File: src/rtl/ppm_p6_stream_parser_top_assert.svh
// Assertion macros used by the P6 stream parser module ppsp_parser.
`ifndef PPM_P6_STREAM_PARSER_TOP_ASSERT_SVH
`define PPM_P6_STREAM_PARSER_TOP_ASSERT_SVH

`ifndef NO_ASSERTIONS

`define PPSP_ASSERT_ALWAYS(label, clk, rst, expr) \
  label: assert property (@(posedge clk) disable iff (rst) (expr)) \
    else $error("ppsp assertion failed");

`define PPSP_ASSERT_IMPLIES(label, clk, rst, ante, cons) \
  label: assert property (@(posedge clk) disable iff (rst) (ante) |-> (cons)) \
    else $error("ppsp assertion failed");

`else

`define PPSP_ASSERT_ALWAYS(label, clk, rst, expr)

`define PPSP_ASSERT_IMPLIES(label, clk, rst, ante, cons)

`endif

`endif

File: src/rtl/ppsp_pkg.sv
// Shared types, codes and constants of the P6 stream parser.
`default_nettype none

package ppsp_pkg;

  localparam int MAX_DIM_DEFAULT = 4096;

  localparam int WORD_W = 17;
  localparam logic [WORD_W-1:0] WORD_CAP = 17'd65536;

  localparam logic [1:0] OP_DATA    = 2'd0;
  localparam logic [1:0] OP_END     = 2'd1;
  localparam logic [1:0] OP_RESTART = 2'd2;
  localparam logic [1:0] OP_UNUSED  = 2'd3;

  localparam logic [2:0] KIND_PIXEL      = 3'd0;
  localparam logic [2:0] KIND_HEADER     = 3'd1;
  localparam logic [2:0] KIND_BAD_MAGIC  = 3'd2;
  localparam logic [2:0] KIND_BAD_MAXVAL = 3'd3;
  localparam logic [2:0] KIND_TOO_LARGE  = 3'd4;

  localparam logic [7:0] CH_P     = 8'd80;
  localparam logic [7:0] CH_SIX   = 8'd54;
  localparam logic [7:0] CH_SPACE = 8'd32;
  localparam logic [7:0] CH_TAB   = 8'd9;
  localparam logic [7:0] CH_LF    = 8'd10;
  localparam logic [7:0] CH_CR    = 8'd13;
  localparam logic [7:0] CH_ZERO  = 8'd48;
  localparam logic [7:0] CH_NINE  = 8'd57;
  localparam logic [7:0] BYTE_END = 8'd255;

  localparam int TDATA_OUT_W = 80;

  typedef struct packed {
    logic [1:0] op;
    logic [7:0] data_byte;
  } ppsp_item_t;

  typedef struct packed {
    logic [2:0]  kind;
    logic [23:0] color;
    logic [23:0] pixel_index;
    logic [12:0] image_width;
    logic [12:0] image_height;
    logic        last;
  } ppsp_result_t;

endpackage

`default_nettype wire

File: src/rtl/ppsp_in_stage.sv
// Input register stage of the P6 stream parser.
`default_nettype none

module ppsp_in_stage (
  input  logic                clk,
  input  logic                rst,
  input  logic                s_valid,
  output logic                s_ready,
  input  ppsp_pkg::ppsp_item_t s_item,
  input  logic                advance,
  output logic                in_valid,
  output ppsp_pkg::ppsp_item_t in_item
);
  import ppsp_pkg::*;

  assign s_ready = !in_valid || advance;

  always_ff @(posedge clk) begin
    if (rst) begin
      in_valid <= 1'b0;
    end else if (s_ready) begin
      in_valid <= s_valid;
    end
  end

  always_ff @(posedge clk) begin
    if (s_valid && s_ready) begin
      in_item <= s_item;
    end
  end

endmodule

`default_nettype wire

File: src/rtl/ppsp_parser.sv
// Header and pixel parsing state with its next-state logic.
`default_nettype none
`include "ppm_p6_stream_parser_top_assert.svh"

module ppsp_parser #(
  parameter int MAX_DIM = ppsp_pkg::MAX_DIM_DEFAULT
) (
  input  logic                  clk,
  input  logic                  rst,
  input  logic                  advance,
  input  ppsp_pkg::ppsp_item_t   item,
  output logic                  res_valid,
  output ppsp_pkg::ppsp_result_t res
);
  import ppsp_pkg::*;

  localparam int CNT_W = $clog2(MAX_DIM + 1);

  typedef enum logic [8:0] {
    PH_MAGIC0 = 9'b000000001,
    PH_MAGIC1 = 9'b000000010,
    PH_SKIP   = 9'b000000100,
    PH_WIDTH  = 9'b000001000,
    PH_HEIGHT = 9'b000010000,
    PH_MAXVAL = 9'b000100000,
    PH_PIXELS = 9'b001000000,
    PH_DONE   = 9'b010000000,
    PH_HALT   = 9'b100000000
  } phase_t;

  phase_t            phase, phase_next;
  logic [WORD_W-1:0] word_value, word_value_next;
  logic              word_ended_digits, word_ended_digits_next;
  logic [WORD_W-1:0] width_reg, width_reg_next;
  logic [WORD_W-1:0] height_reg, height_reg_next;
  logic [1:0]        byte_phase, byte_phase_next;
  logic [15:0]       partial_color, partial_color_next;
  logic [CNT_W-1:0]  column_count, column_count_next;
  logic [CNT_W-1:0]  row_count, row_count_next;
  logic [23:0]       pixel_count, pixel_count_next;

  logic              at_end;
  logic [7:0]        b;
  logic              is_ws;
  logic              is_digit;
  logic [20:0]       word_prod;
  logic [WORD_W-1:0] word_sat;
  logic [WORD_W-1:0] word_fed;
  logic              ended_fed;
  logic              col_last;
  logic              row_last;
  logic              too_large;

  assign at_end   = (item.op == OP_END);
  assign b        = at_end ? BYTE_END : item.data_byte;
  assign is_ws    = at_end || (b inside {CH_SPACE, CH_TAB, CH_LF, CH_CR});
  assign is_digit = (b >= CH_ZERO) && (b <= CH_NINE);

  assign word_prod = 21'(word_value) * 21'd10 + 21'(b[3:0]);
  assign word_sat  = (word_prod > 21'(WORD_CAP)) ? WORD_CAP : word_prod[WORD_W-1:0];

  always_comb begin
    word_fed  = word_value;
    ended_fed = word_ended_digits;
    if (is_ws) begin
      word_fed  = '0;
      ended_fed = 1'b0;
    end else if (!word_ended_digits && is_digit) begin
      word_fed = word_sat;
    end else begin
      ended_fed = 1'b1;
    end
  end

  assign col_last  = ((WORD_W'(column_count) + 1'b1) == width_reg);
  assign row_last  = ((WORD_W'(row_count) + 1'b1) == height_reg);
  assign too_large = (width_reg > WORD_W'(MAX_DIM)) || (height_reg > WORD_W'(MAX_DIM));

  always_comb begin
    phase_next             = phase;
    word_value_next        = word_value;
    word_ended_digits_next = word_ended_digits;
    width_reg_next         = width_reg;
    height_reg_next        = height_reg;
    byte_phase_next        = byte_phase;
    partial_color_next     = partial_color;
    column_count_next      = column_count;
    row_count_next         = row_count;
    pixel_count_next       = pixel_count;
    res_valid              = 1'b0;
    res                    = '0;

    if (item.op == OP_RESTART) begin
      phase_next             = PH_MAGIC0;
      word_value_next        = '0;
      word_ended_digits_next = 1'b0;
      width_reg_next         = '0;
      height_reg_next        = '0;
      byte_phase_next        = '0;
      partial_color_next     = '0;
      column_count_next      = '0;
      row_count_next         = '0;
      pixel_count_next       = '0;
    end else if (item.op != OP_UNUSED) begin
      unique case (phase)
        PH_MAGIC0: begin
          if (!at_end && b == CH_P) begin
            phase_next = PH_MAGIC1;
          end else begin
            phase_next = PH_HALT;
            res_valid  = 1'b1;
            res.kind   = KIND_BAD_MAGIC;
          end
        end
        PH_MAGIC1: begin
          if (!at_end && b == CH_SIX) begin
            phase_next = PH_SKIP;
          end else begin
            phase_next = PH_HALT;
            res_valid  = 1'b1;
            res.kind   = KIND_BAD_MAGIC;
          end
        end
        PH_SKIP: begin
          phase_next = PH_WIDTH;
        end
        PH_WIDTH: begin
          word_value_next        = word_fed;
          word_ended_digits_next = ended_fed;
          if (is_ws) begin
            width_reg_next = word_value;
            phase_next     = PH_HEIGHT;
          end
        end
        PH_HEIGHT: begin
          word_value_next        = word_fed;
          word_ended_digits_next = ended_fed;
          if (is_ws) begin
            height_reg_next = word_value;
            phase_next      = PH_MAXVAL;
          end
        end
        PH_MAXVAL: begin
          word_value_next        = word_fed;
          word_ended_digits_next = ended_fed;
          if (is_ws) begin
            res_valid = 1'b1;
            if (word_value != WORD_W'(BYTE_END)) begin
              phase_next = PH_HALT;
              res.kind   = KIND_BAD_MAXVAL;
            end else if (too_large) begin
              phase_next = PH_HALT;
              res.kind   = KIND_TOO_LARGE;
            end else begin
              byte_phase_next    = '0;
              partial_color_next = '0;
              column_count_next  = '0;
              row_count_next     = '0;
              pixel_count_next   = '0;
              res.kind           = KIND_HEADER;
              res.image_width    = width_reg[12:0];
              res.image_height   = height_reg[12:0];
              if (width_reg == '0 || height_reg == '0) begin
                phase_next = PH_DONE;
                res.last   = 1'b1;
              end else begin
                phase_next = PH_PIXELS;
              end
            end
          end
        end
        PH_PIXELS: begin
          if (byte_phase != 2'd2) begin
            partial_color_next = {partial_color[7:0], b};
            byte_phase_next    = byte_phase + 2'd1;
          end else begin
            res_valid          = 1'b1;
            res.kind           = KIND_PIXEL;
            res.color          = {partial_color, b};
            res.pixel_index    = pixel_count;
            res.last           = col_last && row_last;
            byte_phase_next    = '0;
            partial_color_next = '0;
            pixel_count_next   = pixel_count + 24'd1;
            if (col_last && row_last) begin
              phase_next = PH_DONE;
            end else if (col_last) begin
              column_count_next = '0;
              row_count_next    = row_count + 1'b1;
            end else begin
              column_count_next = column_count + 1'b1;
            end
          end
        end
        PH_DONE, PH_HALT: begin
        end
        default: begin
          phase_next = PH_HALT;
        end
      endcase
    end

    if (!advance) begin
      res_valid = 1'b0;
    end
  end

  always_ff @(posedge clk) begin
    if (rst) begin
      phase             <= PH_MAGIC0;
      word_value        <= '0;
      word_ended_digits <= 1'b0;
      width_reg         <= '0;
      height_reg        <= '0;
      byte_phase        <= '0;
      partial_color     <= '0;
      column_count      <= '0;
      row_count         <= '0;
      pixel_count       <= '0;
    end else if (advance) begin
      phase             <= phase_next;
      word_value        <= word_value_next;
      word_ended_digits <= word_ended_digits_next;
      width_reg         <= width_reg_next;
      height_reg        <= height_reg_next;
      byte_phase        <= byte_phase_next;
      partial_color     <= partial_color_next;
      column_count      <= column_count_next;
      row_count         <= row_count_next;
      pixel_count       <= pixel_count_next;
    end
  end

  `PPSP_ASSERT_IMPLIES(a_counts_in_range, clk, rst, phase == PH_PIXELS,
    (WORD_W'(column_count) < width_reg) && (WORD_W'(row_count) < height_reg))
  `PPSP_ASSERT_ALWAYS(a_byte_phase_range, clk, rst, byte_phase != 2'd3)
  `PPSP_ASSERT_IMPLIES(a_pixel_from_pixels, clk, rst, res_valid && res.kind == KIND_PIXEL,
    advance && phase == PH_PIXELS && byte_phase == 2'd2)

endmodule

`default_nettype wire

File: src/rtl/ppsp_out_stage.sv
// Output result register of the P6 stream parser.
`default_nettype none

module ppsp_out_stage (
  input  logic                  clk,
  input  logic                  rst,
  input  logic                  load,
  input  ppsp_pkg::ppsp_result_t res,
  output logic                  out_free,
  output logic                  m_valid,
  input  logic                  m_ready,
  output ppsp_pkg::ppsp_result_t m_res
);
  import ppsp_pkg::*;

  assign out_free = !m_valid || m_ready;

  always_ff @(posedge clk) begin
    if (rst) begin
      m_valid <= 1'b0;
    end else if (out_free) begin
      m_valid <= load;
    end
  end

  always_ff @(posedge clk) begin
    if (out_free && load) begin
      m_res <= res;
    end
  end

endmodule

`default_nettype wire

File: src/rtl/ppm_p6_stream_parser_top.sv
// Top level of the P6 image stream parser.
`default_nettype none

// Parses a binary P6 image fed one byte per item and emits a header-done
// result or an error result, then one packed RGB pixel per three data bytes.
// The block takes one item in every clock cycle while its output is free.
// An item is captured in an input register when it is accepted, and the
// result register is loaded from it once the result register is free.
// s_axis_tready depends combinationally on m_axis_tready through the advance
// condition of the single parsing stage. An end-of-input item counts as the
// byte 255 while pixels are read, and a restart item clears all parser state.

module ppm_p6_stream_parser_top #(
  parameter int MAX_DIM = ppsp_pkg::MAX_DIM_DEFAULT
) (
  input  logic        clk,
  input  logic        rst,
  input  logic        s_axis_tvalid,
  output logic        s_axis_tready,
  input  logic [7:0]  s_axis_tdata,   // data_byte[7:0]
  input  logic [1:0]  s_axis_tuser,   // op[1:0]
  output logic        m_axis_tvalid,
  input  logic        m_axis_tready,
  // color[23:0], pixel_index[47:24], image_width[60:48], image_height[73:61], zeros
  output logic [ppsp_pkg::TDATA_OUT_W-1:0] m_axis_tdata,
  output logic [2:0]  m_axis_tuser,   // kind[2:0]
  output logic        m_axis_tlast
);
  import ppsp_pkg::*;

  ppsp_item_t   s_item;
  ppsp_item_t   in_item;
  logic         in_valid;
  logic         advance;
  logic         out_free;
  logic         res_valid;
  ppsp_result_t res;
  ppsp_result_t m_res;

  assign s_item.op        = s_axis_tuser;
  assign s_item.data_byte = s_axis_tdata;
  assign advance          = in_valid && out_free;

  ppsp_in_stage u_in_stage (
    .clk      (clk),
    .rst      (rst),
    .s_valid  (s_axis_tvalid),
    .s_ready  (s_axis_tready),
    .s_item   (s_item),
    .advance  (advance),
    .in_valid (in_valid),
    .in_item  (in_item)
  );

  ppsp_parser #(
    .MAX_DIM (MAX_DIM)
  ) u_parser (
    .clk       (clk),
    .rst       (rst),
    .advance   (advance),
    .item      (in_item),
    .res_valid (res_valid),
    .res       (res)
  );

  ppsp_out_stage u_out_stage (
    .clk      (clk),
    .rst      (rst),
    .load     (res_valid),
    .res      (res),
    .out_free (out_free),
    .m_valid  (m_axis_tvalid),
    .m_ready  (m_axis_tready),
    .m_res    (m_res)
  );

  assign m_axis_tdata = {6'd0, m_res.image_height, m_res.image_width,
                         m_res.pixel_index, m_res.color};
  assign m_axis_tuser = m_res.kind;
  assign m_axis_tlast = m_res.last;

endmodule

`default_nettype wire

File: config.mk
export PLATFORM = sky130hd
export DESIGN_NAME = ppm_p6_stream_parser_top
export DESIGN_NICKNAME = d
export VERILOG_FILES = /design/src/rtl/ppsp_pkg.sv /design/src/rtl/ppsp_in_stage.sv /design/src/rtl/ppsp_parser.sv /design/src/rtl/ppsp_out_stage.sv /design/src/rtl/ppm_p6_stream_parser_top.sv
export VERILOG_INCLUDE_DIRS = /design/src /design/src/rtl
export SDC_FILE = /design/constraint.sdc
export NUM_CORES = 1
export LEC_CHECK = 0
export BUFFER_PORTS_ARGS = -buffer_cell sky130_fd_sc_hd__buf_4
export CAP_MARGIN = 40
export CORE_MARGIN = 4
export CORE_UTILIZATION = 43
export DETAILED_ROUTE_END_ITERATION = 16
export PLACE_DENSITY_LB_ADDON = 0.3
export SYNTH_ARGS = -nofsm -noshare
export SYNTH_HDL_FRONTEND = slang
export SYNTH_SLANG_ARGS = --single-unit
File: constraint.sdc
create_clock -name clk -period 10.3 [get_ports clk]
set_input_delay 2.06 -clock clk [delete_from_list [all_inputs] [get_ports clk]]
set_output_delay 2.06 -clock clk [all_outputs]
set_load 0.1 [all_outputs]
==> results.json, run 1 <==
{
  "maxCapViolations": 0,
  "ys_types": 82,
  "peakVddDrop_v": 0.000125,
  "hold_viol": 0,
  "ys_ff_latch": 219,
  "synth_top_area_frac": 0.228,
  "crit_type": "in2out",
  "period_share": 0.461,
  "async_flop_share": 0,
  "finalCriticalPeriod_ns": 4.75,
  "crit_path_start_kind": "input pin",
  "diodes": 0,
  "yosysMostFrequentCell": "dfxtp_1",
  "grt_overflow": 0,
  "start_util": 0.441,
  "cts_made_buffers": 24,
  "ys_seq_area_frac": 0.454,
  "crit_chain": "buf_4 -> nor2b_1 -> nand2_1 -> buf_4",
  "drive_gt1_frac": 0.128,
  "grt_max_degree": 57,
  "synth_common_cells": "131 x dfxtp_1, 115 x nor2_1, 112 x nand2_1",
  "setup_viol": 0,
  "worst_pin_slew_ns": 0.746,
  "wl_per_cell_um": 16.2,
  "p_switching_uw": 412,
  "maxSlewHeadroom": 0.498,
  "hold_class": "reg2reg",
  "largest_reg_flops": 78,
  "clk_pin_slew_ns": 0.06,
  "regMostFlops": "u_out_stage.m_res",
  "cts_tree": "yes",
  "hpwl_um": 19700,
  "h-tree-depth": 1,
  "rsz0062_at_grt": "false",
  "fp.dieArea_um2": 29700,
  "rows": 59,
  "required_ns": 8.24,
  "yosys-top-cells-area": "edfxtp_1 23%, dfxtp_1 23%, a21oi_1 4.3%",
  "route.detailed.drc": 0,
  "synthFlopType": "dfxtp_1",
  "status": "finished clean",
  "first_pass_iters": 5,
  "portBuffers": 93,
  "ctsHoldBuffers": 0,
  "ant_nets": 0,
  "clock_path_buffers": 3,
  "p_leak_nw": 5.07,
  "syn_inst": 1265,
  "area_delta_synth_final_pct": 15.2,
  "post_cts_resized": 0,
  "power_density_nw_per_um2": 139,
  "p_comb_frac": 0.047,
  "synth_top_area_cell": "edfxtp_1",
  "grt.total_usage": 0.181,
  "p_clk_frac": 0.462,
  "clock-sinks": 219,
  "routed_wl_um": 27300,
  "pwr-share-seq": 0.490,
  "critPathArrivalTime_ns": 2.69,
  "avgSynthCellArea_um2": 9.16,
  "path_common_cell": "buf_4",
  "die_x_um": 172,
  "grt_pass1_wl_um": 44600,
  "final_nets": 1384,
  "drt-initial-drc-count": 702,
  "fin_tns_setup_ns": 0,
  "antenna_found_initial": 0,
  "synth_edf_count": 88,
  "fin_skew_ns": 0.0283,
  "synth_warnings": 0,
  "crit_fanout": 3,
  "clk_latency_ns": 0.52,
  "end_kind": "primary output",
  "grt_pass1_vias": 8753,
  "swShare": 0.222,
  "cts_setup_buffers": 0,
  "ios": 100,
  "syn_area_um2": 11600,
  "timing.fmax_mhz": 210,
  "crit_path_max_incr_delay_ns": 0.24,
  "rr_worst_depth": 12,
  "cts_root_buf": "clkbuf_16",
  "whs_ns": 0.448,
  "min_path_cells": 2,
  "crit_slowest_cell": "buf_4",
  "p_int_mw": 1.45,
  "vias": 9477,
  "die_y_um": 172,
  "viasPerCell": 5.63,
  "coreArea_um2": 26300,
  "gp_congestion": 0.912,
  "slew_violations": 0,
  "top_regs": "u_out_stage.m_res (78), u_parser.pixel_count (24)",
  "fillers": 2427
}
routing by layer:
layer,vias up,global-route usage,share of wire
met3,42,0.0190,0.051
met1,4500,0.253,0.46
met5,-,0,0
met2,221,0.304,0.47
met4,0,0.0410,0.019
li1,4714,-,-
cell usage in the layout (no fill, tap or decap), drive strengths merged, types with 5 or more instances in the layout:
master	synthesis	layout
o21ai	45	45
buf	25	106
nand3	91	91
nor4b	6	6
a211oi	11	11
edfxtp	88	88
dfxtp	131	131
a32o	9	9
inv	19	21
and2	78	78
o2111ai	7	7
mux2i	7	7
nand2b	7	7
a31oi	8	8
nand2	113	113
and3	20	20
a21oi	101	101
ha	36	36
conb	1	6
nor2	116	116
o211ai	7	7
nand3b	5	5
or3	16	16
or4	8	8
nor2b	20	20
clkbuf	45	31
clkinv	0	7
xor2	37	37
xnor2	45	45
nor3b	7	7
o31ai	7	7
a21o	7	7
nor4	25	25
nand4	14	14
nor3	37	37
area by class of cell:
| type | count | area, µm² | area share |
|---|---|---|---|
| clock buffer | 31 | 647 | 0.0484 |
| clock inverter | 12 | 154 | 0.0115 |
| inverter | 19 | 71.3 | 0.00534 |
| multi-input combinational | 962 | 5980 | 0.448 |
| sequential | 219 | 5270 | 0.394 |
| tap | 335 | 419 | 0.0314 |
| timing repair buffer | 106 | 820 | 0.0614 |
power by group through the flow:
stage                     Sequential, mW  Combinational, mW  Clock (mW)
after floorplan                    0.948             0.0502           0
after global placement             0.930             0.0858           0
after detailed placement           0.930             0.0881           0
after CTS                          0.911             0.0885       0.880
after global routing               0.912             0.0951       0.913
final                              0.911             0.0880       0.859
kinds of logic after synthesis:
kind of cell,after synthesis,synth area share
mux,9,0.00799
compound gates,244,0.135
buf+inv,89,0.0330
flops,219,0.454
simple gates,583,0.265
xor+xnor,82,0.0619
other cells,1,0.000323
fa+ha+maj,38,0.0423
worst max-delay path, delay by kind of cell:
kind	cells	cell delay, ns
simple gates	2	0.28
buf+inv	2	0.35
stage by stage:
stage | util | total power [mW] | area (µm²) | setup slack, ns | cells
floorplan | - | 0.999 | 11600 | 1.56 | 1270
global placement | 0.476 | 1.02 | 12500 | 5.57 | 1638
detailed placement | 0.478 | 1.02 | 12600 | 5.54 | 1641
CTS | 0.508 | 1.88 | 13400 | 5.54 | 1684
global route | 0.508 | 1.92 | 13400 | 5.52 | 1684
finish | 0.508 | 1.86 | 13400 | 5.55 | 1684
worst paths after layout:
path / start / endpoint / slack (ns)
setup / recovery: m_axis_tready / s_axis_tready / 5.55
hold / removal: u_parser.height_reg[14] / u_parser.height_reg[14] / 0.45
setup reg to reg: u_parser.word_value[1] / u_parser.word_value[5] / 6.09
hold reg to reg: u_parser.height_reg[14] / u_parser.height_reg[14] / 0.45
Note: power is estimated with default switching activity, not from simulation.
==> run 2, diff against run 1 <==
==> constraint.sdc (replaced) <==
create_clock -name clk -period 4.73 [get_ports clk]
set_input_delay 0.946 -clock clk [delete_from_list [all_inputs] [get_ports clk]]
set_output_delay 0.946 -clock clk [all_outputs]
set_load 0.1 [all_outputs]
==> run 2 against run 1 <==
Hold slack about the same. First-iteration DRC count increased by 2.7%. Setup slack lost 4.8 ns. Flip-flop and latch count stayed put. Critical endpoint is now u_parser.word_value[5]. Largest power group unchanged. Sequential power is 120% higher. Routed wire length increased by 1.2%. Die area stayed put.
==> results.json, run 2 (same netlist as run 1, synthesis figures left out) <==
{
  "grt_pass1_wl_um": 45400,
  "critPathArrivalTime_ns": 4.45,
  "rr_endpoint": "u_parser.word_value[5]",
  "r2r_slack_ns": 0.73,
  "end_kind": "flip-flop",
  "die_y_um": 172,
  "top_regs": "u_out_stage.m_res (78), u_parser.pixel_count (24)",
  "drive_gt1_frac": 0.129,
  "hpwl_um": 20200,
  "layout_common_cells": "131 x dfxtp_1, 115 x nor2_1, 112 x nand2_1",
  "cts_root_buf": "clkbuf_16",
  "rr_startpoint": "u_parser.word_value[1]",
  "timing.fmax_mhz": 250,
  "route.detailed.drc": 0,
  "hold_viol": 0,
  "ant_nets": 0,
  "start_util": 0.441,
  "wl_met3_um": 1630,
  "p_leak_nw": 5.05,
  "fin_tns_setup_ns": 0,
  "required_ns": 5.18,
  "power_density_nw_per_um2": 300,
  "maxCapViolations": 0,
  "clk_latency_ns": 0.53,
  "ios": 100,
  "place_ws_ns": 0.780,
  "clock-sinks": 219,
  "rr_worst_depth": 12,
  "route.met2.wl_um": 13000,
  "fillers": 2473,
  "peakVddDrop_v": 0.000210,
  "maxSlewHeadroom": 0.501,
  "routed_wl_um": 27700,
  "viasPerCell": 5.66,
  "min_path_cells": 2,
  "crit_type": "reg2reg",
  "fin_skew_ns": 0.0267,
  "vias": 9531,
  "fp.dieArea_um2": 29700,
  "cts_made_buffers": 24,
  "clk_pin_slew_ns": 0.06,
  "slew_violations": 0,
  "wl_per_cell_um": 16.4,
  "crit_path_start_kind": "flip-flop",
  "worst_pin_slew_ns": 0.741,
  "final_util": 0.508,
  "whs_ns": 0.449,
  "min_from": "u_parser.partial_color[8]",
  "hold_class": "reg2reg",
  "period_share": 0.845,
  "status": "finished clean",
  "die_x_um": 172,
  "rsz0062_at_grt": "false",
  "coreArea_um2": 26300,
  "fin_ws_ns": 0.733,
  "diodes": 0,
  "antenna_found_initial": 0,
  "cts_setup_buffers": 0,
  "rows": 59,
  "route.layer.met1.wl_um": 12500,
  "ctsHoldBuffers": 0,
  "crit_fanout": 10,
  "regMostFlops": "u_out_stage.m_res",
  "final_nets": 1384,
  "gp_congestion": 0.899,
  "area_delta_synth_final_pct": 15.0,
  "grt_max_degree": 76,
  "hold_path_end": "u_parser.partial_color[8]",
  "grt_pass1_vias": 8989,
  "finalCriticalPeriod_ns": 4.00,
  "grt_overflow": 0,
  "cts_tree": "yes",
  "first_pass_iters": 5,
  "final_common_cell": "dfxtp_1",
  "post_cts_resized": 0,
  "setup_viol": 0,
  "clock_path_buffers": 3,
  "drt-initial-drc-count": 721,
  "largest_reg_flops": 78,
  "top_layer": "met4",
  "portBuffers": 93,
  "grt.total_usage": 0.184,
  "h-tree-depth": 1
}
==> run 2: worst max-delay path, stage by stage, from the launching register on <==
cell      delay, ns
dfxtp_1        0.47
ha_1           0.28
ha_1           0.24
fa_1           0.42
a211oi_2       0.37
o21ai_1        0.20
and3_1         0.20
o41a_1         0.41
xnor2_1        0.18
nor4_1         0.34
mux2i_1        0.17
nor3_4         0.40
a32o_1         0.22
==> run 2: metrics by stage <==
stage          total power, mW  cells  area [µm²]
2_1_floorplan             2.17   1270       11600
3_3_place_gp              2.21   1637       12500
3_5_place_dp              2.22   1641       12500
4_1_cts                   4.05   1685       13300
5_1_grt                   4.15   1685       13300
6_report                  4.00   1685       13300
==> run 2: power breakdown <==
part / total, mW / switching [mW] / internal (mW)
registers: 1.99 / 0.0129 / 1.97
logic: 0.190 / 0.147 / 0.0424
clock network: 1.83 / 0.777 / 1.05
total: 4.00 / 0.937 / 3.07
==> run 2: routing by layer <==
| metal | up-vias | track usage |
|---|---|---|
| met2 | 282 | 0.307 |
| met3 | 40 | 0.0217 |
| met5 | - | 0 |
| met4 | 0 | 0.0455 |
| li1 | 4707 | - |
| met1 | 4502 | 0.258 |
==> run 2: final cells by class <==
class	instances	area [µm²]	area share
clock buffers	30	653	0.0490
clock inverters	14	140	0.0105
inverters	19	71.3	0.00535
multi-input cells	962	5980	0.448
flip-flops and latches	219	5270	0.395
well taps	335	419	0.0314
repair buffers	106	812	0.0609
==> run 2: how the worst max path moves through the flow <==
stage,from,endpoint,slack [ns],cells past startpoint
after floorplan,u_in_stage.in_item[0],u_out_stage.m_res[0],0.51,7
after global placement,u_parser.word_value[1],u_parser.word_value[2],0.85,12
after detailed placement,u_parser.word_value[1],u_parser.word_value[3],0.78,12
after CTS,u_parser.word_value[1],u_parser.word_value[5],0.74,12
after global routing,u_in_stage.in_item[9],u_parser.word_value[7],0.43,14
final,u_parser.word_value[1],u_parser.word_value[5],0.73,12
==> run 3, diff against run 2 <==
==> constraint.sdc (replaced) <==
create_clock -name clk -period 3.6 [get_ports clk]
set_input_delay 0.72 -clock clk [delete_from_list [all_inputs] [get_ports clk]]
set_output_delay 0.72 -clock clk [all_outputs]
set_load 0.1 [all_outputs]
==> run 3 against run 2 <==
Sequential power up 31%. Combinational power up 41%. Die area unchanged. Via count up 3.0%. Flip-flop and latch count unchanged. First-iteration DRC count up 6.5%. Clock skew down 0.0090 ns. Largest cell class unchanged. Largest power group unchanged. Highest routed layer unchanged.
==> results.json, run 3 (same netlist as run 1, synthesis figures left out) <==
{
  "status": "finished clean",
  "grt_pass1_wl_um": 47500,
  "ctsHoldBuffers": 0,
  "crit_path_start_kind": "flip-flop",
  "clk_latency_ns": 0.52,
  "period_share": 1.00,
  "grt.total_usage": 0.193,
  "p_clk_frac": 0.470,
  "layout_common_cells": "151 x buf_4, 129 x dfxtp_1, 115 x nor2_1",
  "grt_overflow": 0,
  "wl_per_cell_um": 16.6,
  "route.detailed.drc": 0,
  "drive_gt1_frac": 0.170,
  "power_density_nw_per_um2": 391,
  "clk_pin_slew_ns": 0.06,
  "die_y_um": 172,
  "cts_made_buffers": 24,
  "pwr-share-seq": 0.481,
  "fp.dieArea_um2": 29700,
  "clock_path_buffers": 3,
  "regMostFlops": "u_out_stage.m_res",
  "timing.fmax_mhz": 278,
  "die_x_um": 172,
  "critPathArrivalTime_ns": 4.00,
  "slew_violations": 0,
  "grt_max_degree": 60,
  "p_total_mw": 5.42,
  "final_cell_count_no_fill": 1733,
  "p_leak_nw": 5.32,
  "routed_wl_um": 28700,
  "largest_reg_flops": 78,
  "required_ns": 4.00,
  "rsz0062_at_grt": "true",
  "hpwl_um": 20700,
  "place_ws_ns": -0.00765,
  "final_common_cell": "buf_4",
  "p_int_mw": 4.21,
  "ios": 100,
  "gp_congestion": 0.891,
  "ant_nets": 0,
  "worst_pin_slew_ns": 0.843,
  "finalCriticalPeriod_ns": 3.60,
  "hold_class": "in2reg",
  "end_kind": "flip-flop",
  "top_regs": "u_out_stage.m_res (78), u_parser.pixel_count (24)",
  "drt-initial-drc-count": 768,
  "cts_tree": "yes",
  "fin_ws_ns": 0.00102,
  "area_delta_synth_final_pct": 19.4,
  "regArea_um2": 5270,
  "multi_input_area_um2": 6070,
  "maxCapViolations": 0,
  "start_util": 0.441,
  "antenna_found_initial": 0,
  "diodes": 0,
  "hold_viol": 0,
  "crit_fanout": 5,
  "fillers": 2421,
  "viasPerCell": 5.66,
  "rows": 59,
  "dp_cells": 1683,
  "fin_skew_ns": 0.0176,
  "stdcell_area_um2": 13800,
  "maxSlewHeadroom": 0.438,
  "first_pass_iters": 5,
  "grt_pass1_vias": 9448,
  "peakVddDrop_v": 0.000298,
  "place_area_um2": 12900,
  "portBuffers": 93,
  "swShare": 0.223,
  "final_nets": 1432,
  "coreArea_um2": 26300,
  "vias": 9817,
  "setup_viol": 0,
  "cts_root_buf": "clkbuf_16",
  "clock-sinks": 219,
  "p_comb_frac": 0.049,
  "crit_type": "reg2reg",
  "p_switching_mw": 1.21,
  "h-tree-depth": 1
}
==> run 3: repair_timing <==
action | CTS | global route
pin swaps | 1 | 16
gates resized for setup | 0 | 17
setup endpoints to repair | 8 | 16
setup buffers | 0 | 6
==> run 3: area by class of cell <==
class / instances / share of cell area
Clock inverter: 13 / 0.0111
Inverter: 19 / 0.00515
Tap cell: 335 / 0.0303
Timing Repair Buffer: 154 / 0.0850
Multi-Input combinational cell: 962 / 0.439
Clock buffer: 31 / 0.0493
Sequential cell: 219 / 0.381
==> run 3: power by group through the flow <==
stage | logic (mW) | clock network (mW) | registers [mW]
6_report | 0.267 | 2.54 | 2.61
5_1_grt | 0.286 | 2.69 | 2.61
2_1_floorplan | 0.147 | 0 | 2.71
3_5_place_dp | 0.266 | 0 | 2.66
4_1_cts | 0.267 | 2.59 | 2.61
3_3_place_gp | 0.263 | 0 | 2.66
==> run 3: final timing paths <==
path / startpoint / end / slack [ns] / cells after the start
hold reg to reg: u_parser.partial_color[12] / u_parser.partial_color[12] / 0.45 / 2
setup / recovery: u_parser.word_value[1] / u_parser.word_value[6] / 0.001 / 13
setup reg to reg: u_parser.word_value[1] / u_parser.word_value[6] / 0.001 / 13
hold / removal: s_axis_tdata[1] / u_in_stage.in_item[1] / 0.37 / 1
==> run 3: metal layers <==
layer | global-route usage | up-vias | wire (µm)
met2 | 0.320 | 286 | 13500
met1 | 0.267 | 4690 | 13000
met5 | 0 | - | 0
met3 | 0.0226 | 49 | 1550
li1 | - | 4792 | -
met4 | 0.0547 | 0 | 688
==> run 3: per-stage QoR <==
| stage | hold WS (ns) | util | setup TNS, ns |
|---|---|---|---|
| after CTS | 0.353 | 0.522 | 0 |
| after global routing | 0.359 | 0.527 | -1.22 |
| after detailed placement | 0.442 | 0.490 | -0.00997 |
| after floorplan | 0.427 | - | -41.75 |
| after global placement | 0.437 | 0.489 | 0 |
| final | 0.370 | 0.527 | 0 |
==> run 3: worst max-delay path, stage by stage (launching register included) <==
cell and delay, ns:
dfxtp_2 0.33, ha_4 0.24, ha_4 0.17, fa_2 0.44
a211oi_4 0.29, o21ai_2 0.10, and3_1 0.18, o41a_1 0.46
xnor2_2 0.18, nor4_2 0.31, mux2i_1 0.31, nor3_4 0.09
buf_6 0.13, a32o_1 0.24
